### src/hdl/assert_macros.svh
// assertion macros for the rtl, included by facl_seq
`ifndef ASSERT_MACROS_SVH
`define ASSERT_MACROS_SVH

`ifndef SYNTHESIS

// checked only outside reset
`define FACL_ASSERT(lbl, prop, msg) \
	lbl: assert property (@(posedge clk) disable iff (!arst_n) prop) else $error(msg);

// checked at every edge, reset included
`define FACL_ASSERT_ALWAYS(lbl, prop, msg) \
	lbl: assert property (@(posedge clk) prop) else $error(msg);

`else

`define FACL_ASSERT(lbl, prop, msg)
`define FACL_ASSERT_ALWAYS(lbl, prop, msg)

`endif

`endif

### src/hdl/facl_pkg.sv
// shared constants, types and helpers of the lfu cache
`default_nettype none

package facl_pkg;

	localparam int ENTRIES = 16;
	localparam int IDX_W   = (ENTRIES > 1) ? $clog2(ENTRIES) : 1;
	localparam int ADDR_W  = 32;
	localparam int TAG_W   = 30;
	localparam int WORD_W  = 32;
	localparam int CNT_W   = 16;
	localparam int USED_W  = 4;
	localparam int TOTAL_W = 32;

	localparam logic [CNT_W-1:0] VICTIM_LIMIT = CNT_W'(10000);
	localparam logic [CNT_W-1:0] COUNT_MAX    = {CNT_W{1'b1}};
	localparam logic [CNT_W-1:0] COUNT_FILL   = CNT_W'(1);

	typedef logic [IDX_W-1:0]   idx_t;
	typedef logic [TAG_W-1:0]   tag_t;
	typedef logic [WORD_W-1:0]  word_t;
	typedef logic [CNT_W-1:0]   cnt_t;
	typedef logic [TOTAL_W-1:0] total_t;

	// one entry as seen at the read port
	typedef struct packed {
		logic  valid;
		tag_t  tag;
		word_t word;
		cnt_t  count;
	} facl_rd_t;

	// one write: count always, tag and word too on a refill
	typedef struct packed {
		logic  en;
		logic  fill;
		idx_t  idx;
		tag_t  tag;
		word_t word;
		cnt_t  count;
	} facl_wr_t;

	// low bits of an entry index as reported on the result
	function automatic logic [USED_W-1:0] used_bits(input idx_t idx);
		logic [IDX_W+USED_W-1:0] ext;
		ext = (IDX_W+USED_W)'(idx);
		return ext[USED_W-1:0];
	endfunction

endpackage

`default_nettype wire

### src/hdl/facl_if.sv
// request and response channel interfaces
`default_nettype none

interface facl_req_if import facl_pkg::*; ();
	logic                valid;
	logic                ready;
	logic [ADDR_W-1:0]   address;
	word_t               fill_word;

	modport source (output valid, output address, output fill_word, input ready);
	modport sink   (input valid, input address, input fill_word, output ready);
endinterface

interface facl_rsp_if import facl_pkg::*; ();
	logic                valid;
	logic                ready;
	word_t               read_word;
	logic                was_hit;
	logic [USED_W-1:0]   entry_used;
	total_t              reference_total;
	total_t              hit_total;
	total_t              miss_total;

	modport source (
		output valid, output read_word, output was_hit, output entry_used,
		output reference_total, output hit_total, output miss_total,
		input ready
	);
	modport sink (
		input valid, input read_word, input was_hit, input entry_used,
		input reference_total, input hit_total, input miss_total,
		output ready
	);
endinterface

`default_nettype wire

### src/hdl/facl_store.sv
// entry storage: valid bits, use counts, tags and words
`default_nettype none

module facl_store import facl_pkg::*; (
	input  logic     clk,
	input  logic     arst_n,
	input  idx_t     rd_idx,
	output facl_rd_t rd,
	input  facl_wr_t wr
);

	logic  valid_q [ENTRIES];
	cnt_t  count_q [ENTRIES];
	tag_t  tag_q   [ENTRIES];
	word_t word_q  [ENTRIES];

	always_ff @(posedge clk or negedge arst_n) begin
		if (!arst_n) begin
			for (int i = 0; i < ENTRIES; i++) begin
				valid_q[i] <= 1'b0;
				count_q[i] <= '0;
			end
		end else if (wr.en) begin
			count_q[wr.idx] <= wr.count;
			if (wr.fill) begin
				valid_q[wr.idx] <= 1'b1;
			end
		end
	end

	// payload, meaningful only once the entry is valid
	always_ff @(posedge clk) begin
		if (wr.en && wr.fill) begin
			tag_q[wr.idx]  <= wr.tag;
			word_q[wr.idx] <= wr.word;
		end
	end

	always_comb begin
		rd.valid = valid_q[rd_idx];
		rd.tag   = tag_q[rd_idx];
		rd.word  = word_q[rd_idx];
		rd.count = count_q[rd_idx];
	end

endmodule

`default_nettype wire

### src/hdl/facl_seq.sv
// scan sequencer with the shared tag and count compare, stats and result register
`default_nettype none

`include "assert_macros.svh"

module facl_seq import facl_pkg::*; (
	input  logic       clk,
	input  logic       arst_n,
	facl_req_if.sink   req,
	facl_rsp_if.source rsp,
	output idx_t       rd_idx,
	input  facl_rd_t   rd,
	output facl_wr_t   wr
);

	localparam logic [1:0] ST_IDLE   = 2'd0;
	localparam logic [1:0] ST_SCAN   = 2'd1;
	localparam logic [1:0] ST_UPDATE = 2'd2;

	localparam idx_t LAST_IDX = IDX_W'(ENTRIES - 1);

	logic [1:0] state_q;
	idx_t       scan_idx_q;
	tag_t       tag_q;
	word_t      fill_q;
	logic       hit_q;
	idx_t       hit_idx_q;
	word_t      hit_word_q;
	cnt_t       hit_cnt_q;
	cnt_t       least_q;
	idx_t       victim_q;

	total_t     ref_cnt_q;
	total_t     hit_cnt_tot_q;
	total_t     miss_cnt_q;

	logic              out_valid_q;
	word_t             read_word_q;
	logic              was_hit_q;
	logic [USED_W-1:0] entry_used_q;
	total_t            ref_tot_q;
	total_t            hit_tot_q;
	total_t            miss_tot_q;

	logic   req_fire;
	logic   out_free;
	logic   finish;
	logic   tag_eq;
	logic   cnt_lt;
	idx_t   sel_idx;
	total_t ref_next;
	total_t hit_next;
	total_t miss_next;

	assign req.ready = (state_q == ST_IDLE);
	assign req_fire  = req.valid && req.ready;
	assign out_free  = !out_valid_q || rsp.ready;
	assign finish    = (state_q == ST_UPDATE) && out_free;

	// the one compare unit, stepped across the entries
	assign rd_idx = scan_idx_q;
	assign tag_eq = rd.valid && (rd.tag == tag_q);
	assign cnt_lt = rd.count < least_q;

	assign sel_idx   = hit_q ? hit_idx_q : victim_q;
	assign ref_next  = ref_cnt_q + TOTAL_W'(1);
	assign hit_next  = hit_cnt_tot_q + TOTAL_W'(hit_q);
	assign miss_next = miss_cnt_q + TOTAL_W'(!hit_q);

	always_comb begin
		wr.en    = finish;
		wr.fill  = !hit_q;
		wr.idx   = sel_idx;
		wr.tag   = tag_q;
		wr.word  = fill_q;
		if (hit_q) begin
			wr.count = (hit_cnt_q == COUNT_MAX) ? hit_cnt_q : hit_cnt_q + CNT_W'(1);
		end else begin
			wr.count = COUNT_FILL;
		end
	end

	always_ff @(posedge clk or negedge arst_n) begin
		if (!arst_n) begin
			state_q       <= ST_IDLE;
			scan_idx_q    <= '0;
			hit_q         <= 1'b0;
			ref_cnt_q     <= '0;
			hit_cnt_tot_q <= '0;
			miss_cnt_q    <= '0;
			out_valid_q   <= 1'b0;
		end else begin
			unique case (state_q)
				ST_IDLE: begin
					if (req_fire) begin
						scan_idx_q <= '0;
						hit_q      <= 1'b0;
						state_q    <= ST_SCAN;
					end
				end
				ST_SCAN: begin
					if (!hit_q && tag_eq) begin
						hit_q <= 1'b1;
					end
					if (scan_idx_q == LAST_IDX) begin
						state_q <= ST_UPDATE;
					end else begin
						scan_idx_q <= scan_idx_q + IDX_W'(1);
					end
				end
				ST_UPDATE: begin
					if (out_free) begin
						ref_cnt_q     <= ref_next;
						hit_cnt_tot_q <= hit_next;
						miss_cnt_q    <= miss_next;
						state_q       <= ST_IDLE;
					end
				end
				default: begin
					state_q <= ST_IDLE;
				end
			endcase

			if (finish) begin
				out_valid_q <= 1'b1;
			end else if (rsp.ready) begin
				out_valid_q <= 1'b0;
			end
		end
	end

	// request payload and scan bookkeeping
	always_ff @(posedge clk) begin
		if (req_fire) begin
			tag_q    <= req.address[ADDR_W-1:ADDR_W-TAG_W];
			fill_q   <= req.fill_word;
			least_q  <= VICTIM_LIMIT;
			victim_q <= '0;
		end else if (state_q == ST_SCAN) begin
			if (!hit_q && tag_eq) begin
				hit_idx_q  <= scan_idx_q;
				hit_word_q <= rd.word;
				hit_cnt_q  <= rd.count;
			end
			if (cnt_lt) begin
				least_q  <= rd.count;
				victim_q <= scan_idx_q;
			end
		end
	end

	always_ff @(posedge clk) begin
		if (finish) begin
			read_word_q  <= hit_q ? hit_word_q : fill_q;
			was_hit_q    <= hit_q;
			entry_used_q <= used_bits(sel_idx);
			ref_tot_q    <= ref_next;
			hit_tot_q    <= hit_next;
			miss_tot_q   <= miss_next;
		end
	end

	assign rsp.valid           = out_valid_q;
	assign rsp.read_word       = read_word_q;
	assign rsp.was_hit         = was_hit_q;
	assign rsp.entry_used      = entry_used_q;
	assign rsp.reference_total = ref_tot_q;
	assign rsp.hit_total       = hit_tot_q;
	assign rsp.miss_total      = miss_tot_q;

	`FACL_ASSERT_ALWAYS(a_totals_sum, ref_cnt_q == hit_cnt_tot_q + miss_cnt_q, "reference total is not hits plus misses")
	`FACL_ASSERT(a_scan_start, req_fire |=> (state_q == ST_SCAN) && (scan_idx_q == '0), "scan did not start at entry zero")
	`FACL_ASSERT(a_scan_step, (state_q == ST_SCAN) && (scan_idx_q != LAST_IDX) |=> (state_q == ST_SCAN) && (scan_idx_q == $past(scan_idx_q) + IDX_W'(1)), "scan skipped or stalled an entry")
	`FACL_ASSERT(a_result_src, $rose(out_valid_q) |-> $past(state_q) == ST_UPDATE, "result raised outside the update step")

endmodule

`default_nettype wire

### src/hdl/fully_assoc_cache_lfu_unit.sv
// Fully associative cache with least-frequently-used replacement, 16 entries.
// Each request is accepted, then the tag and count compare steps through the
// entries in turn, then an update step writes the entry and registers the result.
// The entry scan through the single compare unit sets the rate; a waiting result
// does not hold off the next request until its update cycle.
// Reset clears all valid bits, use counts and the three totals at once.
`default_nettype none

module fully_assoc_cache_lfu_unit import facl_pkg::*; (
	input  logic       clk,
	input  logic       arst_n,
	facl_req_if.sink   req,
	facl_rsp_if.source rsp
);

	idx_t     rd_idx;
	facl_rd_t rd;
	facl_wr_t wr;

	facl_store u_store (
		.clk    (clk),
		.arst_n (arst_n),
		.rd_idx (rd_idx),
		.rd     (rd),
		.wr     (wr)
	);

	facl_seq u_seq (
		.clk    (clk),
		.arst_n (arst_n),
		.req    (req),
		.rsp    (rsp),
		.rd_idx (rd_idx),
		.rd     (rd),
		.wr     (wr)
	);

endmodule

`default_nettype wire
### src/flat_wrapper.sv
// flat-port wrapper written by rule: the top's interface ports become plain ports
module fully_assoc_cache_lfu_unit_flat import facl_pkg::*;
  (clk, arst_n, req_valid, req_address, req_fill_word, req_ready, rsp_valid, rsp_read_word, rsp_was_hit, rsp_entry_used, rsp_reference_total, rsp_hit_total, rsp_miss_total, rsp_ready);
  facl_req_if req_i ();
  facl_rsp_if rsp_i ();
  input  logic clk;
  input  logic arst_n;
  input wire logic [$bits(req_i.valid)-1:0] req_valid;
  input wire logic [$bits(req_i.address)-1:0] req_address;
  input wire logic [$bits(req_i.fill_word)-1:0] req_fill_word;
  output wire logic [$bits(req_i.ready)-1:0] req_ready;
  output wire logic [$bits(rsp_i.valid)-1:0] rsp_valid;
  output wire logic [$bits(rsp_i.read_word)-1:0] rsp_read_word;
  output wire logic [$bits(rsp_i.was_hit)-1:0] rsp_was_hit;
  output wire logic [$bits(rsp_i.entry_used)-1:0] rsp_entry_used;
  output wire logic [$bits(rsp_i.reference_total)-1:0] rsp_reference_total;
  output wire logic [$bits(rsp_i.hit_total)-1:0] rsp_hit_total;
  output wire logic [$bits(rsp_i.miss_total)-1:0] rsp_miss_total;
  input wire logic [$bits(rsp_i.ready)-1:0] rsp_ready;
  assign req_i.valid = req_valid;
  assign req_i.address = req_address;
  assign req_i.fill_word = req_fill_word;
  assign req_ready = req_i.ready;
  assign rsp_valid = rsp_i.valid;
  assign rsp_read_word = rsp_i.read_word;
  assign rsp_was_hit = rsp_i.was_hit;
  assign rsp_entry_used = rsp_i.entry_used;
  assign rsp_reference_total = rsp_i.reference_total;
  assign rsp_hit_total = rsp_i.hit_total;
  assign rsp_miss_total = rsp_i.miss_total;
  assign rsp_i.ready = rsp_ready;
  fully_assoc_cache_lfu_unit u_core (.clk(clk), .arst_n(arst_n), .req(req_i), .rsp(rsp_i));
endmodule
### config.mk
export PLATFORM = sky130hd
export DESIGN_NAME = fully_assoc_cache_lfu_unit_flat
export DESIGN_NICKNAME = d
export VERILOG_FILES = /design/src/hdl/facl_pkg.sv /design/src/hdl/facl_if.sv /design/src/hdl/facl_store.sv /design/src/hdl/facl_seq.sv /design/src/hdl/fully_assoc_cache_lfu_unit.sv /design/src/flat_wrapper.sv
export VERILOG_INCLUDE_DIRS = /design/src /design/src/hdl
export SDC_FILE = /design/constraint.sdc
export NUM_CORES = 2
export LEC_CHECK = 0
export ABC_CLOCK_PERIOD_IN_PS = 6000
export BUFFER_PORTS_ARGS = -buffer_cell sky130_fd_sc_hd__buf_2
export CAP_MARGIN = 20
export CELL_PAD_IN_SITES_DETAIL_PLACEMENT = 0
export CELL_PAD_IN_SITES_GLOBAL_PLACEMENT = 2
export CORE_MARGIN = 1.5
export CORE_UTILIZATION = 48
export DETAILED_ROUTE_END_ITERATION = 7
export PLACE_DENSITY = 0.86
export SYNTH_ARGS = -nofsm -noshare
export SYNTH_HDL_FRONTEND = slang
export SYNTH_SLANG_ARGS = --single-unit
### constraint.sdc
create_clock -name clk -period 6 [get_ports clk]
set_input_delay 0.6 -clock clk [delete_from_list [all_inputs] [get_ports clk]]
set_output_delay 0.6 -clock clk [all_outputs]
set_load 0.03 [all_outputs]
==> results.json <==
{
  "status": "finished, final reports clean",
  "dieArea_um2": 138000,
  "clkLatencyLatePin_ps": 820,
  "place_ws_ps": 1100,
  "max_freq_mhz": 207,
  "cts_buffers": 164,
  "cts.sinks": 1635,
  "die_x_um": 372,
  "p_int_mw": 21.1,
  "critPathMaxFanout": 37,
  "clkTransAtPathRegs_ps": 60,
  "die_h_um": 372,
  "synth.top_cell.area_share_pct": 57.0,
  "synth_area_um2": 65200,
  "max-vdd-ir-drop_mv": 0.343,
  "h-tree-depth": 4,
  "final_util_pct": 55.3,
  "pwr-share-comb_pct": 18.4,
  "finClkSkew_ps": 48.6,
  "ys_types": 72,
  "crit_path_end_kind": "register",
  "drc": 0,
  "hold_viol": 0,
  "synth_cells": 3618,
  "fin_nets": 4031,
  "layout_min_cycle_time_ps": 4830,
  "fin_tns_setup_ps": 0,
  "final_antenna_net_count": 0,
  "worstMarginPinSlew_ps": 1070,
  "grt_pass1_vias": 34233,
  "drtIter0Drc": 2928,
  "timing.final.ws_setup_ps": 1170,
  "fin_crit_sh_pct": 80.6,
  "synth_top_cell_by_area": "edfxtp_1",
  "dpl_cell_area_um2": 68600,
  "fp-row-count": 135,
  "synthArstFlopShare_pct": 23.0,
  "grt_max_degree": 167,
  "slew_violations": 0,
  "synth-main-ff-cell": "edfxtp_1",
  "vias_per_cell": 5.72,
  "cts_tree": "done",
  "p_seq_share_pct": 45.5,
  "setup_viol": 0,
  "synth_fp_nets": 3708,
  "ioPinCount": 203,
  "cts_root_buf": "clkbuf_16",
  "synth_edf_count": 1239,
  "dp.final_hpwl_mm": 78.4,
  "num_vias": 33452,
  "power_density_nw_per_um2": 384,
  "synth_top_cells_by_area": "edfxtp_1 57%, dfrtp_1 14%, mux4_2 12%, nand2_1 1.9%, mux2_2 1.8%",
  "path_class": "register to register",
  "min_path_cells": 1,
  "switching_power_mw": 7.59,
  "yosysWarnings": 0,
  "syn_area_per_cell_um2": 18.0,
  "first_pass_iters": 5,
  "crit_arrival_ps": 5510,
  "routed_wl_mm": 146,
  "reg2reg_depth": 10,
  "routabilityCongestion": 0.743,
  "power.share.clock_pct": 36.0,
  "gr-usage-all-layers_pct": 21.5,
  "max_slew_margin_pct": 28.4,
  "swShare_pct": 26.4,
  "ys_top_cells_by_count": "1239 x edfxtp_1, 376 x dfrtp_1, 351 x mux4_2",
  "grt_remaining_overflow": 0,
  "synth_most_common_cell": "edfxtp_1",
  "design_area_um2": 74700,
  "area.growth.synth_to_final_pct": 14.6,
  "cts_resized": 0,
  "numPortBuffers": 200,
  "grt_pass1_wl_mm": 218,
  "antenna_found_initial": 4,
  "power.leakage_nw": 26.4,
  "initial_core_util_pct": 48.3,
  "drive_gt1_share_pct": 26.0,
  "core-area_um2": 135000,
  "hold_path_class": "primary input to register",
  "wire_per_inst_um": 25.0,
  "cp_data_required_time_ps": 6670,
  "yosysSeqAreaShare_pct": 72.1,
  "ys_ff_latch": 1635,
  "start_kind": "register",
  "grt_setup_unrepaired": "no",
  "whs_ps": 64.0,
  "maxCapViolCount": 0,
  "cts_buffer_depth": 3,
  "r2r_slack_ps": 1170
}
## critical path, stage by stage (launching register included)
cell       delay [ps]
dfrtp_4           950
mux4_2            610
mux4_2            550
ha_1              320
a21o_1            160
a21o_1            170
a21oi_1           210
nor3_1             80
a2111oi_0         650
o211ai_4          530
mux2_4            440
## cell usage in the layout (no fill, tap or decap), types with 104 or more instances in the layout
cell type and instances:
edfxtp_1 1239, dfrtp_1 371, mux4_2 351, nand2_1 334, buf_2 199, o21ai_0 176, clkbuf_16 166, xnor2_1 125
nor2_1 113, mux2_2 104
## cell type report
| cell class | instances | area, um^2 |
|---|---|---|
| clock inverter | 89 | 1170 |
| timing repair buffer | 345 | 2540 |
| multi-input combinational | 1755 | 17200 |
| sequential | 1635 | 47000 |
| clock buffer | 204 | 4360 |
| antenna | 1 | 2.50 |
| inverter | 40 | 165 |
| fill | 10317 | 60400 |
| tap | 1781 | 2230 |
## flip-flops by register name, summed over array words and instances, names as in the netlist, 16 cells and up
register                          count
u_core.u_seq.rsp.hit_total           32
u_core.u_seq.hit_cnt_tot_q           32
u_core.u_seq.hit_cnt_q               16
u_core.u_store.count_q              256
u_core.u_seq.rsp.read_word           32
u_core.u_seq.miss_cnt_q              32
u_core.u_store.valid_q               16
u_core.u_seq.fill_q                  32
u_core.u_seq.least_q                 16
u_core.u_seq.tag_q                   30
u_core.u_seq.rsp.reference_total     32
u_core.u_seq.hit_word_q              32
u_core.u_seq.rsp.miss_total          32
u_core.u_seq.ref_cnt_q               32
u_core.u_store.tag_q                480
u_core.u_store.word_q               512
## power groups by stage
stage | clock network [mW] | registers, mW | logic [mW]
after detailed placement | 0 | 13.3 | 5.34
after CTS | 10.5 | 13.1 | 5.40
after floorplan | 0 | 13.0 | 4.30
after global routing | 11.0 | 13.1 | 5.68
after global placement | 0 | 13.3 | 5.28
final | 10.3 | 13.1 | 5.30
## what timing repair did
item / in CTS / in global routing
hold endpoints to repair: 150 / 0
hold buffers: 60 / 0
endpoints found under the setup margin: 0 / 0
buffers inserted: 0 / 0
## logic make-up (layout without fill, tap and decap cells)
family / after synthesis / count (layout) / synth area share (%)
DFF: 1635 / 1635 / 72.1
and+or+nand+nor: 699 / 699 / 4.91
muxes: 547 / 547 / 15.5
AOI/OAI and AO/OA: 274 / 274 / 2.49
buffers and inverters: 228 / 678 / 1.72
xor gates and xnor gates: 213 / 213 / 2.88
adders and majority gates: 22 / 22 / 0.422
other: 0 / 1 / 0
## through the flow
step	cells	power (mW)
final	5850	28.7
after global routing	5849	29.8
after CTS	5847	29.0
after detailed placement	5494	18.7
after global placement	5491	18.6
after floorplan	3618	17.3
## worst paths after layout
path	end	start
setup / recovery	u_core.u_seq.least_q[14]	u_core.u_seq.rd_idx[0]
hold / removal	u_core.u_seq.fill_q[0]	req_fill_word[0]
setup reg to reg	u_core.u_seq.least_q[14]	u_core.u_seq.rd_idx[0]
max in group asynchronous	u_core.u_store.count_q[124]	arst_n
min in group asynchronous	u_core.u_seq.miss_cnt_q[17]	arst_n
hold reg to reg	u_core.u_store.valid_q[14]	u_core.u_store.valid_q[14]
## layer usage
layer | part of all wire, % | track usage (%) | up-vias
met1 | 42 | 29.6 | 17431
met2 | 50 | 35.1 | 1118
met4 | 2.3 | 6.21 | 0
li1 | - | - | 14684
met5 | 0 | 0 | -
met3 | 6.3 | 3.89 | 219
Note: power is estimated with default switching activity, not from simulation.
